<file path="src/rtl/core/rgbn_pkg.sv">
package rgbn_pkg;

    // channel and datapath widths
    localparam int CH_W        = 8;
    localparam int NUM_CH      = 3;
    localparam int SQ_W        = 2 * CH_W;
    localparam int SUMSQ_W     = 18;
    localparam int FRAC_W      = 8;
    localparam int RAD_W       = SUMSQ_W + 2 * FRAC_W;
    localparam int ROOT_W      = RAD_W / 2;
    localparam int REM_W       = ROOT_W + 1;
    localparam int NUM_W       = 26;
    localparam int DEN_W       = ROOT_W + 1;
    localparam int Q_W         = CH_W + 1;

    // pipeline shape
    localparam int SQRT_STEPS     = ROOT_W;
    localparam int SQRT_PER_STAGE = 2;
    localparam int SQRT_STAGES    = (SQRT_STEPS + SQRT_PER_STAGE - 1) / SQRT_PER_STAGE;
    localparam int DIV_STEPS      = Q_W;
    localparam int DIV_PER_STAGE  = 2;
    localparam int DIV_STAGES     = 1 + (DIV_STEPS + DIV_PER_STAGE - 1) / DIV_PER_STAGE;
    localparam int PIPE_DEPTH     = 1 + SQRT_STAGES + DIV_STAGES;
    localparam int OCC_W          = $clog2(PIPE_DEPTH + 1);

    // scale constants
    localparam logic [CH_W-1:0] FULL_SCALE = 8'd255;
    localparam logic [CH_W+FRAC_W+1:0] NUM_SCALE = 18'(2 * 255 * (1 << FRAC_W));

    typedef struct packed {
        logic [CH_W-1:0] red_in;
        logic [CH_W-1:0] green_in;
        logic [CH_W-1:0] blue_in;
    } pixel_t;

    typedef struct packed {
        logic [CH_W-1:0] red_out;
        logic [CH_W-1:0] green_out;
        logic [CH_W-1:0] blue_out;
    } result_t;

    typedef struct packed {
        pixel_t             pix;
        logic [SUMSQ_W-1:0] sumsq;
    } sq_item_t;

    typedef struct packed {
        pixel_t            pix;
        logic [RAD_W-1:0]  rad;
        logic [REM_W-1:0]  rem;
        logic [ROOT_W-1:0] root;
    } sqrt_state_t;

    typedef struct packed {
        logic                          black;
        logic [DEN_W-1:0]              den;
        logic [NUM_CH-1:0][NUM_W-1:0]  rem;
        logic [NUM_CH-1:0][Q_W-1:0]    quo;
    } div_state_t;

    // one digit of the square root: bring in the next radicand pair
    function automatic sqrt_state_t sqrt_step(sqrt_state_t st);
        logic [REM_W+1:0] cur;
        logic [REM_W+1:0] trial;
        sqrt_state_t      nx;
        nx    = st;
        cur   = {st.rem, st.rad[RAD_W-1 -: 2]};
        trial = {1'b0, st.root, 2'b01};
        nx.rad = {st.rad[RAD_W-3:0], 2'b00};
        if (cur >= trial)
        begin
            nx.rem  = REM_W'(cur - trial);
            nx.root = {st.root[ROOT_W-2:0], 1'b1};
        end
        else
        begin
            nx.rem  = cur[REM_W-1:0];
            nx.root = {st.root[ROOT_W-2:0], 1'b0};
        end
        return nx;
    endfunction

    // one quotient bit at position k for every channel
    function automatic div_state_t div_step(div_state_t st, int k);
        logic [NUM_W:0] dsh;
        div_state_t     nx;
        nx  = st;
        dsh = (NUM_W+1)'(st.den) << k;
        for (int c = 0; c < NUM_CH; c++)
        begin
            if ({1'b0, st.rem[c]} >= dsh)
            begin
                nx.rem[c]    = st.rem[c] - dsh[NUM_W-1:0];
                nx.quo[c][k] = 1'b1;
            end
        end
        return nx;
    endfunction

endpackage

</file>
<file path="src/rtl/core/rgb_unit_vector_normalize.sv">
// RGB unit-vector normalization: each pixel's color vector is scaled so that
// its Euclidean length maps to 255, each channel rounded and clipped to 0..255.
// A black pixel gives an all-zero result.
//
// Channels: pixel_valid/pixel_ready/pixel carries one RGB request, and
// result_valid/result_ready/result returns one normalized pixel per request,
// in order. A request moves on a clock edge with valid and ready both high.
//
// Throughput: one pixel per clock while result_ready is high. The pipeline
// has 16 register stages: 1 squaring stage, 9 square-root stages (up to two
// root bits each) and 6 divider stages (operand setup, then up to two quotient
// bits each).
//
// Reset (rst_n low, asynchronous) empties the pipeline; no other state exists.
// When the receiver stalls, full stages hold their data and empty stages keep
// filling, so pixel_ready drops only once every stage holds a pixel.
module rgb_unit_vector_normalize (
    input  logic              clk,
    input  logic              rst_n,
    input  logic              pixel_valid,
    output logic              pixel_ready,
    input  rgbn_pkg::pixel_t  pixel,
    output logic              result_valid,
    input  logic              result_ready,
    output rgbn_pkg::result_t result
);
    import rgbn_pkg::*;

    logic        sq_valid;
    logic        sq_ready;
    sq_item_t    sq;
    logic        root_valid;
    logic        root_ready;
    sqrt_state_t root;
    logic [OCC_W-1:0] occ_reg;
    logic [OCC_W-1:0] occ_next;

    // squares and sum
    rgbn_sumsq u_sumsq (
        .clk         (clk),
        .rst_n       (rst_n),
        .pixel_valid (pixel_valid),
        .pixel_ready (pixel_ready),
        .pixel       (pixel),
        .sq_valid    (sq_valid),
        .sq_ready    (sq_ready),
        .sq          (sq)
    );

    // vector length with 8 fraction bits
    rgbn_sqrt u_sqrt (
        .clk        (clk),
        .rst_n      (rst_n),
        .sq_valid   (sq_valid),
        .sq_ready   (sq_ready),
        .sq         (sq),
        .root_valid (root_valid),
        .root_ready (root_ready),
        .root       (root)
    );

    // per-channel rounded division and clipping
    rgbn_div u_div (
        .clk          (clk),
        .rst_n        (rst_n),
        .root_valid   (root_valid),
        .root_ready   (root_ready),
        .root         (root),
        .result_valid (result_valid),
        .result_ready (result_ready),
        .result       (result)
    );

    // pixels in flight
    always_comb
    begin
        occ_next = occ_reg;
        if (pixel_valid && pixel_ready)
        begin
            occ_next = occ_next + OCC_W'(1);
        end
        if (result_valid && result_ready)
        begin
            occ_next = occ_next - OCC_W'(1);
        end
    end

    always_ff @(posedge clk or negedge rst_n)
    begin
        if (!rst_n)
        begin
            occ_reg <= '0;
        end
        else
        begin
            occ_reg <= occ_next;
        end
    end

    // never more pixels in flight than pipeline stages
    a_occ_bound: assert property (@(posedge clk) disable iff (!rst_n)
        occ_reg <= OCC_W'(PIPE_DEPTH))
        else $error("pipeline holds more pixels than stages");

    // a result only appears for an accepted pixel
    a_no_phantom: assert property (@(posedge clk) disable iff (!rst_n)
        result_valid |-> occ_reg != '0)
        else $error("result without a pixel in flight");

    // input backs up only when the output is blocked
    a_stall_cause: assert property (@(posedge clk) disable iff (!rst_n)
        !pixel_ready |-> (result_valid && !result_ready))
        else $error("input stalled while output is free");

    // a full pipeline cannot accept
    a_full_stall: assert property (@(posedge clk) disable iff (!rst_n)
        (occ_reg == OCC_W'(PIPE_DEPTH) && !result_ready) |-> !pixel_ready)
        else $error("full pipeline accepted a pixel");

endmodule

</file>
<file path="src/rtl/core/rgbn_sumsq.sv">
module rgbn_sumsq (
    input  logic              clk,
    input  logic              rst_n,
    input  logic              pixel_valid,
    output logic              pixel_ready,
    input  rgbn_pkg::pixel_t  pixel,
    output logic              sq_valid,
    input  logic              sq_ready,
    output rgbn_pkg::sq_item_t sq
);
    import rgbn_pkg::*;

    logic     valid_reg;
    logic     valid_next;
    sq_item_t data_reg;
    sq_item_t data_next;
    logic     adv;
    logic [SQ_W-1:0] sq_r;
    logic [SQ_W-1:0] sq_g;
    logic [SQ_W-1:0] sq_b;

    // stage moves when empty or when the next stage takes its request
    assign adv         = !valid_reg || sq_ready;
    assign pixel_ready = adv;

    // three squares and their exact sum
    always_comb
    begin
        sq_r = SQ_W'(pixel.red_in) * SQ_W'(pixel.red_in);
        sq_g = SQ_W'(pixel.green_in) * SQ_W'(pixel.green_in);
        sq_b = SQ_W'(pixel.blue_in) * SQ_W'(pixel.blue_in);
        data_next = data_reg;
        if (adv && pixel_valid)
        begin
            data_next.pix   = pixel;
            data_next.sumsq = SUMSQ_W'(sq_r) + SUMSQ_W'(sq_g) + SUMSQ_W'(sq_b);
        end
        valid_next = adv ? pixel_valid : valid_reg;
    end

    always_ff @(posedge clk or negedge rst_n)
    begin
        if (!rst_n)
        begin
            valid_reg <= 1'b0;
        end
        else
        begin
            valid_reg <= valid_next;
        end
    end

    always_ff @(posedge clk)
    begin
        data_reg <= data_next;
    end

    assign sq_valid = valid_reg;
    assign sq       = data_reg;

endmodule

</file>
<file path="src/rtl/core/rgbn_sqrt.sv">
module rgbn_sqrt (
    input  logic                  clk,
    input  logic                  rst_n,
    input  logic                  sq_valid,
    output logic                  sq_ready,
    input  rgbn_pkg::sq_item_t    sq,
    output logic                  root_valid,
    input  logic                  root_ready,
    output rgbn_pkg::sqrt_state_t root
);
    import rgbn_pkg::*;

    logic [SQRT_STAGES-1:0] valid_reg;
    logic [SQRT_STAGES-1:0] valid_next;
    logic [SQRT_STAGES-1:0] prev_valid;
    logic [SQRT_STAGES:0]   adv;
    sqrt_state_t            data_reg  [SQRT_STAGES];
    sqrt_state_t            data_next [SQRT_STAGES];
    sqrt_state_t            stage_in  [SQRT_STAGES];
    sqrt_state_t            first_in;

    assign adv[SQRT_STAGES] = root_ready;
    assign sq_ready         = adv[0];

    // radicand is the sum of squares with the fraction bits appended
    always_comb
    begin
        first_in     = '0;
        first_in.pix = sq.pix;
        first_in.rad = {sq.sumsq, (2 * FRAC_W)'(0)};
    end

    assign stage_in[0]   = first_in;
    assign prev_valid[0] = sq_valid;

    for (genvar s = 0; s < SQRT_STAGES; s++)
    begin : g_stage
        if (s > 0)
        begin : g_link
            assign stage_in[s]   = data_reg[s-1];
            assign prev_valid[s] = valid_reg[s-1];
        end

        assign adv[s]        = !valid_reg[s] || adv[s+1];
        assign valid_next[s] = adv[s] ? prev_valid[s] : valid_reg[s];

        // up to two root digits per stage, the last stage takes one
        always_comb
        begin
            sqrt_state_t st;
            st = stage_in[s];
            for (int j = 0; j < SQRT_PER_STAGE; j++)
            begin
                if (s * SQRT_PER_STAGE + j < SQRT_STEPS)
                begin
                    st = sqrt_step(st);
                end
            end
            data_next[s] = (adv[s] && prev_valid[s]) ? st : data_reg[s];
        end

        always_ff @(posedge clk)
        begin
            data_reg[s] <= data_next[s];
        end
    end

    always_ff @(posedge clk or negedge rst_n)
    begin
        if (!rst_n)
        begin
            valid_reg <= '0;
        end
        else
        begin
            valid_reg <= valid_next;
        end
    end

    assign root_valid = valid_reg[SQRT_STAGES-1];
    assign root       = data_reg[SQRT_STAGES-1];

endmodule

</file>
<file path="src/rtl/core/rgbn_div.sv">
module rgbn_div (
    input  logic                  clk,
    input  logic                  rst_n,
    input  logic                  root_valid,
    output logic                  root_ready,
    input  rgbn_pkg::sqrt_state_t root,
    output logic                  result_valid,
    input  logic                  result_ready,
    output rgbn_pkg::result_t     result
);
    import rgbn_pkg::*;

    logic [DIV_STAGES-1:0] valid_reg;
    logic [DIV_STAGES-1:0] valid_next;
    logic [DIV_STAGES-1:0] prev_valid;
    logic [DIV_STAGES:0]   adv;
    div_state_t            data_reg  [DIV_STAGES];
    div_state_t            data_next [DIV_STAGES];
    div_state_t            stage_in  [DIV_STAGES];
    div_state_t            init;
    logic [NUM_CH-1:0][CH_W-1:0] chan;
    logic [NUM_CH-1:0][CH_W-1:0] scaled;

    assign adv[DIV_STAGES] = result_ready;
    assign root_ready      = adv[0];

    // numerators 2*255*c*256 + len, divisor 2*len
    always_comb
    begin
        chan[0]    = root.pix.red_in;
        chan[1]    = root.pix.green_in;
        chan[2]    = root.pix.blue_in;
        init       = '0;
        init.black = (root.root == '0);
        init.den   = {root.root, 1'b0};
        for (int c = 0; c < NUM_CH; c++)
        begin
            init.rem[c] = NUM_W'(chan[c]) * NUM_W'(NUM_SCALE) + NUM_W'(root.root);
        end
    end

    assign stage_in[0]   = init;
    assign prev_valid[0] = root_valid;

    for (genvar s = 0; s < DIV_STAGES; s++)
    begin : g_stage
        if (s > 0)
        begin : g_link
            assign stage_in[s]   = data_reg[s-1];
            assign prev_valid[s] = valid_reg[s-1];
        end

        assign adv[s]        = !valid_reg[s] || adv[s+1];
        assign valid_next[s] = adv[s] ? prev_valid[s] : valid_reg[s];

        // first stage just registers operands, the rest take up to two quotient bits
        always_comb
        begin
            div_state_t st;
            st = stage_in[s];
            if (s > 0)
            begin
                for (int j = 0; j < DIV_PER_STAGE; j++)
                begin
                    if ((s - 1) * DIV_PER_STAGE + j < DIV_STEPS)
                    begin
                        st = div_step(st, DIV_STEPS - 1 - ((s - 1) * DIV_PER_STAGE + j));
                    end
                end
            end
            data_next[s] = (adv[s] && prev_valid[s]) ? st : data_reg[s];
        end

        always_ff @(posedge clk)
        begin
            data_reg[s] <= data_next[s];
        end
    end

    always_ff @(posedge clk or negedge rst_n)
    begin
        if (!rst_n)
        begin
            valid_reg <= '0;
        end
        else
        begin
            valid_reg <= valid_next;
        end
    end

    // saturate, and force black pixels to zero
    always_comb
    begin
        for (int c = 0; c < NUM_CH; c++)
        begin
            if (data_reg[DIV_STAGES-1].black)
            begin
                scaled[c] = '0;
            end
            else if (data_reg[DIV_STAGES-1].quo[c] > Q_W'(FULL_SCALE))
            begin
                scaled[c] = FULL_SCALE;
            end
            else
            begin
                scaled[c] = data_reg[DIV_STAGES-1].quo[c][CH_W-1:0];
            end
        end
        result.red_out   = scaled[0];
        result.green_out = scaled[1];
        result.blue_out  = scaled[2];
    end

    assign result_valid = valid_reg[DIV_STAGES-1];

endmodule

</file>
<file path="config.mk">
export PLATFORM = sky130hd
export DESIGN_NAME = rgb_unit_vector_normalize
export DESIGN_NICKNAME = d
export VERILOG_FILES = /design/src/rtl/core/rgbn_pkg.sv /design/src/rtl/core/rgb_unit_vector_normalize.sv /design/src/rtl/core/rgbn_sumsq.sv /design/src/rtl/core/rgbn_sqrt.sv /design/src/rtl/core/rgbn_div.sv
export SDC_FILE = /design/constraint.sdc
export NUM_CORES = 2
export LEC_CHECK = 0
export BUFFER_PORTS_ARGS = -buffer_cell sky130_fd_sc_hd__buf_2
export CAP_MARGIN = 5
export CORE_ASPECT_RATIO = 0.8
export CORE_MARGIN = 2
export CORE_UTILIZATION = 29
export CTS_CLUSTER_SIZE = 25
export DETAILED_ROUTE_END_ITERATION = 7
export SLEW_MARGIN = 15
export SYNTH_ARGS = -nofsm -noshare
export SYNTH_HDL_FRONTEND = slang
export SYNTH_HIERARCHICAL = 1
export SYNTH_SLANG_ARGS = --single-unit
</file>
<file path="constraint.sdc">
create_clock -name clk -period 11.7 [get_ports clk]
set_input_delay 1.17 -clock clk [delete_from_list [all_inputs] [get_ports clk]]
set_output_delay 1.17 -clock clk [all_outputs]
set_load 0.01 [all_outputs]
</file>
# Word-level counts from Yosys, hierarchy flattened
# Memories as Yosys holds them, arrays and structs flattened.
# Index checks and enable logic that the tools add are counted.
dict set report totals {
  regBits 58
  ram_bits 1581
  in_bits 28
  out_inout_bits 26
  word_cells 265
  mem_count 2
}
# name words word_bits read_ports rd_clocked_by_memory_dff write_ports line_no
set mem_list {}
lappend mem_list {u_sqrt.data_reg 9 93 9 0 9 rgbn_sqrt.sv:17} ;# sqrt_state_t data_reg [SQRT_STAGES];
lappend mem_list {u_div.data_reg 6 124 6 0 6 rgbn_div.sv:17} ;# div_state_t data_reg [DIV_STAGES];
dict set report classes {
  n_addsub 49
  n_mul 6
  magnitude_cmp 47
  n_mux 92
  n_reduce_logical 49
}
# operator n
set ops {}
lappend ops {{two-way mux 93 bit} 9}
lappend ops {{two-way mux 124 bit} 6}
lappend ops {{two-way mux 26 bit} 27}
lappend ops {{two-way mux 35 bit} 17}
lappend ops {{>= comparator 20 x 19 -> 1 bit} 16}
lappend ops {{subtractor 18 bit} 16}
lappend ops {{adder 25 x 17 -> 26 bit} 3}
lappend ops {{>= comparator 26 x 18 -> 1 bit} 3}
lappend ops {{>= comparator 26 x 19 -> 1 bit} 3}
lappend ops {{>= comparator 26 x 20 -> 1 bit} 3}
lappend ops {{>= comparator 26 x 21 -> 1 bit} 3}
lappend ops {{>= comparator 26 x 22 -> 1 bit} 3}
lappend ops {{>= comparator 26 x 23 -> 1 bit} 3}
lappend ops {{>= comparator 26 x 24 -> 1 bit} 3}
lappend ops {{>= comparator 26 x 25 -> 1 bit} 3}
lappend ops {{>= comparator 26 bit} 3}
lappend ops {{subtractor 26 x 18 -> 26 bit} 3}
lappend ops {{subtractor 26 x 19 -> 26 bit} 3}
lappend ops {{subtractor 26 x 20 -> 26 bit} 3}
lappend ops {{subtractor 26 x 21 -> 26 bit} 3}
lappend ops {{subtractor 26 x 22 -> 26 bit} 3}
lappend ops {{subtractor 26 x 23 -> 26 bit} 3}
lappend ops {{subtractor 26 x 24 -> 26 bit} 3}
lappend ops {{subtractor 26 x 25 -> 26 bit} 3}
lappend ops {{14 further kinds} 98}

# Longest topological paths before layout
dict set report logic_depth {
  depth_word 18
  mapped_depth 27
  mapped_depth_nobuf 24
}

# Hierarchy
# Netlist, hierarchy kept.
# module instances cells_per_inst area_each_um2 seq_area_each_um2
set modules_own_cells {}
lappend modules_own_cells {rgbn_div 1 4934 46399.5 14594.0}
lappend modules_own_cells {rgbn_sqrt 1 2097 25784.7 14789.2}
lappend modules_own_cells {rgbn_sumsq 1 640 6850.3 1286.2}

# Least setup slack after synthesis
# Ideal clock, no wire load.
dict set report synth_path {
  path_type {input to register}
  from {in result_ready}
  to {mem u_div/data_reg[4][100] in the netlist's numbering, enable pin}
  setup_time_ns 0.761
  arrival_ns 9.514
  required_time_ns 10.939
  path_slack_ns 1.425
  stages 2
  n_path_buf 0
  cell_sequence {nor2b_1 -> a21boi_0}
}
# item line_no
set synth_rtl {}
lappend synth_rtl {{start: declaration} rgb_unit_vector_normalize.sv:24} ;# input logic result_ready,
lappend synth_rtl {{end: declaration} rgbn_div.sv:17}

==> results by group <==
Detailed routing
  – WL met2: approximately 86,000 um
  – Vias per Instance: roughly 5.0
  – Drt first-iter violations: between 4,000 and 5,000
  – Max Used Layer: met5
  – Met3 wire len: about 12,000 um
  – Wire length on met1: about 96,000 um
  – DRT antenna net count: 0
  – Drt total wl: 198,200 um
  – DR WL/cell: approximately 18 um
  – Vias after detailed routing: 56,080
  – DRC: 0
  – Drt pass-1 iters: 6

Global route
  – First-pass GRT wire length: 310,800 um
  – Largest net degree at the start of global routing: 70
  – Overall routing resource usage: between 10% and 20%
  – Antenna violations before repair: 13
  – Grt ovf: 0
  – Vias in the first global route: around 55,000

Finish
  – Share of cells above drive strength 1: ~7.7%
  – Number of fill cells in the layout: ~27,000
  – Largest register FFs: about 480
  – Final Util: 32.35%
  – Layout area overhead: 10.69%
  – Multi-input gate area: roughly 44,000 um2
  – Sequential Area: ~30,000 um2
  – Most common cell after layout, fill and taps aside: edfxtp_1
  – Post-route cell area: approximately 86,000 um2
  – Commonest non-fill, non-tap cells in the layout: 991 x edfxtp_1, 807 x ha_1, 745 x inv_1, 548 x a21oi_1, 532 x nor2_1
  – Net total in the final layout: a little under 9,000

Floorplanning
  – Row cnt: 169
  – Die W: just under 600 um
  – Die ar.: 272,000 um2
  – Core ar.: approximately 270,000 um2
  – Die Ht: between 400 and 500 um
  – IO Pins: 54
  – Initial Util: between 20% and 30%

Worst setup path
  – Worst setup path class: flop to flop
  – Worst EP required: roughly 12 ns
  – Worst Setup End Kind: flop
  – Critical path startpoint category: flop
  – R2r worst-path depth: 24
  – CP arrival: approximately 8.1 ns
  – CP Max Fanout: 32

Min path
  – Worst Hold Depth: 0
  – Hold Path Class: flop to flop

Placement
  – DP Area: approximately 82,000 um2
  – PortBufs: 53
  – Gpl congestion: ~0.9
  – DP HPWL: 157,100 um

STA
  – Skew final: between 0.06 and 0.07 ns
  – Setup-failing EPs final: 0
  – Min Tclk post-route: 7.547 ns
  – Final Hold Viols: 0
  – RSZ-0062 raised after global routing: no
  – Final hold slack: ~0.39 ns
  – Fin crit share: approximately 65%
  – Max Clock Freq: ~130 MHz
  – Max-slew violation total from the final report: 0
  – Slew @ Worst Pin: between 1 and 1.5 ns
  – Slew margin rel.: between 20% and 30%
  – Setup TNS: 0 ns

Yosys
  – Cells after Synth: ~7,500
  – Synth Cell Area: slightly below 80,000 um2
  – Post-Syn Area per Cell: around 10 um2
  – Syn. warnings: 6

Run
  – Max Cap Violations: 0

Clock network
  – Clk_lat worst skew: about 0.76 ns
  – Clk root buf: clkbuf_16
  – Num CTS Buffers: between 100 and 150
  – Clk sinks: about 1,000
  – Setup bufs post-CTS: 0
  – CTS tree: yes
  – H-tree levels: 3
  – CTS resizes: 0
  – CTS clk-pin slew, worst paths: roughly 0.080 ns
  – Max clock buf depth: 3
  – Hold-fix buffers, CTS: 0

Run status
  – Status: completed
## metrics by stage
stage               cells  setup slack, ns
finish              11190            4.153
global route        11190            3.528
CTS                 11190            4.255
detailed placement  10980            4.279
global placement    10980            4.436
floorplan            7525            1.425
## path summary, 6_finish.rpt
check	from	endpoint	slack, ns
setup / recovery	u_div/data_reg[1][107]	u_div/data_reg[2][102]	4.15
hold / removal	u_sqrt/data_reg[0][734]	u_sqrt/data_reg[0][827]	0.39
setup reg to reg	u_div/data_reg[1][107]	u_div/data_reg[2][102]	4.15
hold reg to reg	u_sqrt/data_reg[0][734]	u_sqrt/data_reg[0][827]	0.39
max in group asynchronous	rst_n	u_sqrt/valid_reg[7]	10.91
min in group asynchronous	rst_n	u_sqrt/valid_reg[4]	0.40
## worst max-delay path: stages (launching register included)
cell and delay (ns):
edfxtp_1 0.40, inv_1 0.49, ha_1 0.35, nor2b_1 0.13, o21ai_0 0.27, a21oi_1 0.12
a211oi_1 0.72, o211ai_1 0.23, a221oi_2 0.26, buf_4 0.34, inv_1 0.16, nor2_1 0.12
a21oi_1 0.09, fa_1 0.43, a21o_1 0.17, a21oi_1 0.21, o21bai_1 0.11, a21o_1 0.23
a21oi_1 0.26, a21oi_1 0.22, a211oi_1 0.30, o211ai_1 0.16, or4b_2 0.99, nor2b_1 0.25
mux2_2 0.25
## layer usage
| layer | vias to the layer above | global-route usage [%] |
|---|---|---|
| met3 | 212 | 2.392 |
| met1 | 27230 | 20.69 |
| met4 | 4 | 2.911 |
| li1 | 27240 | - |
| met5 | - | 0 |
| met2 | 1398 | 22.35 |
## area by class of cell
cell class / instances / share of cell area [%]
Clock buffer: 126 / 3.321
Sequential cell: 1007 / 35.08
Timing Repair Buffer: 106 / 0.7713
Multi-Input combinational cell: 5609 / 51.24
Tap cell: 3505 / 5.101
Clock inverter: 84 / 1.205
Inverter: 750 / 3.275
Antenna cell: 4 / 0.01164
Power is left out: the tool's default activity adds up to more than one toggle a clock period on the data nets, which glitch-free logic cannot reach.
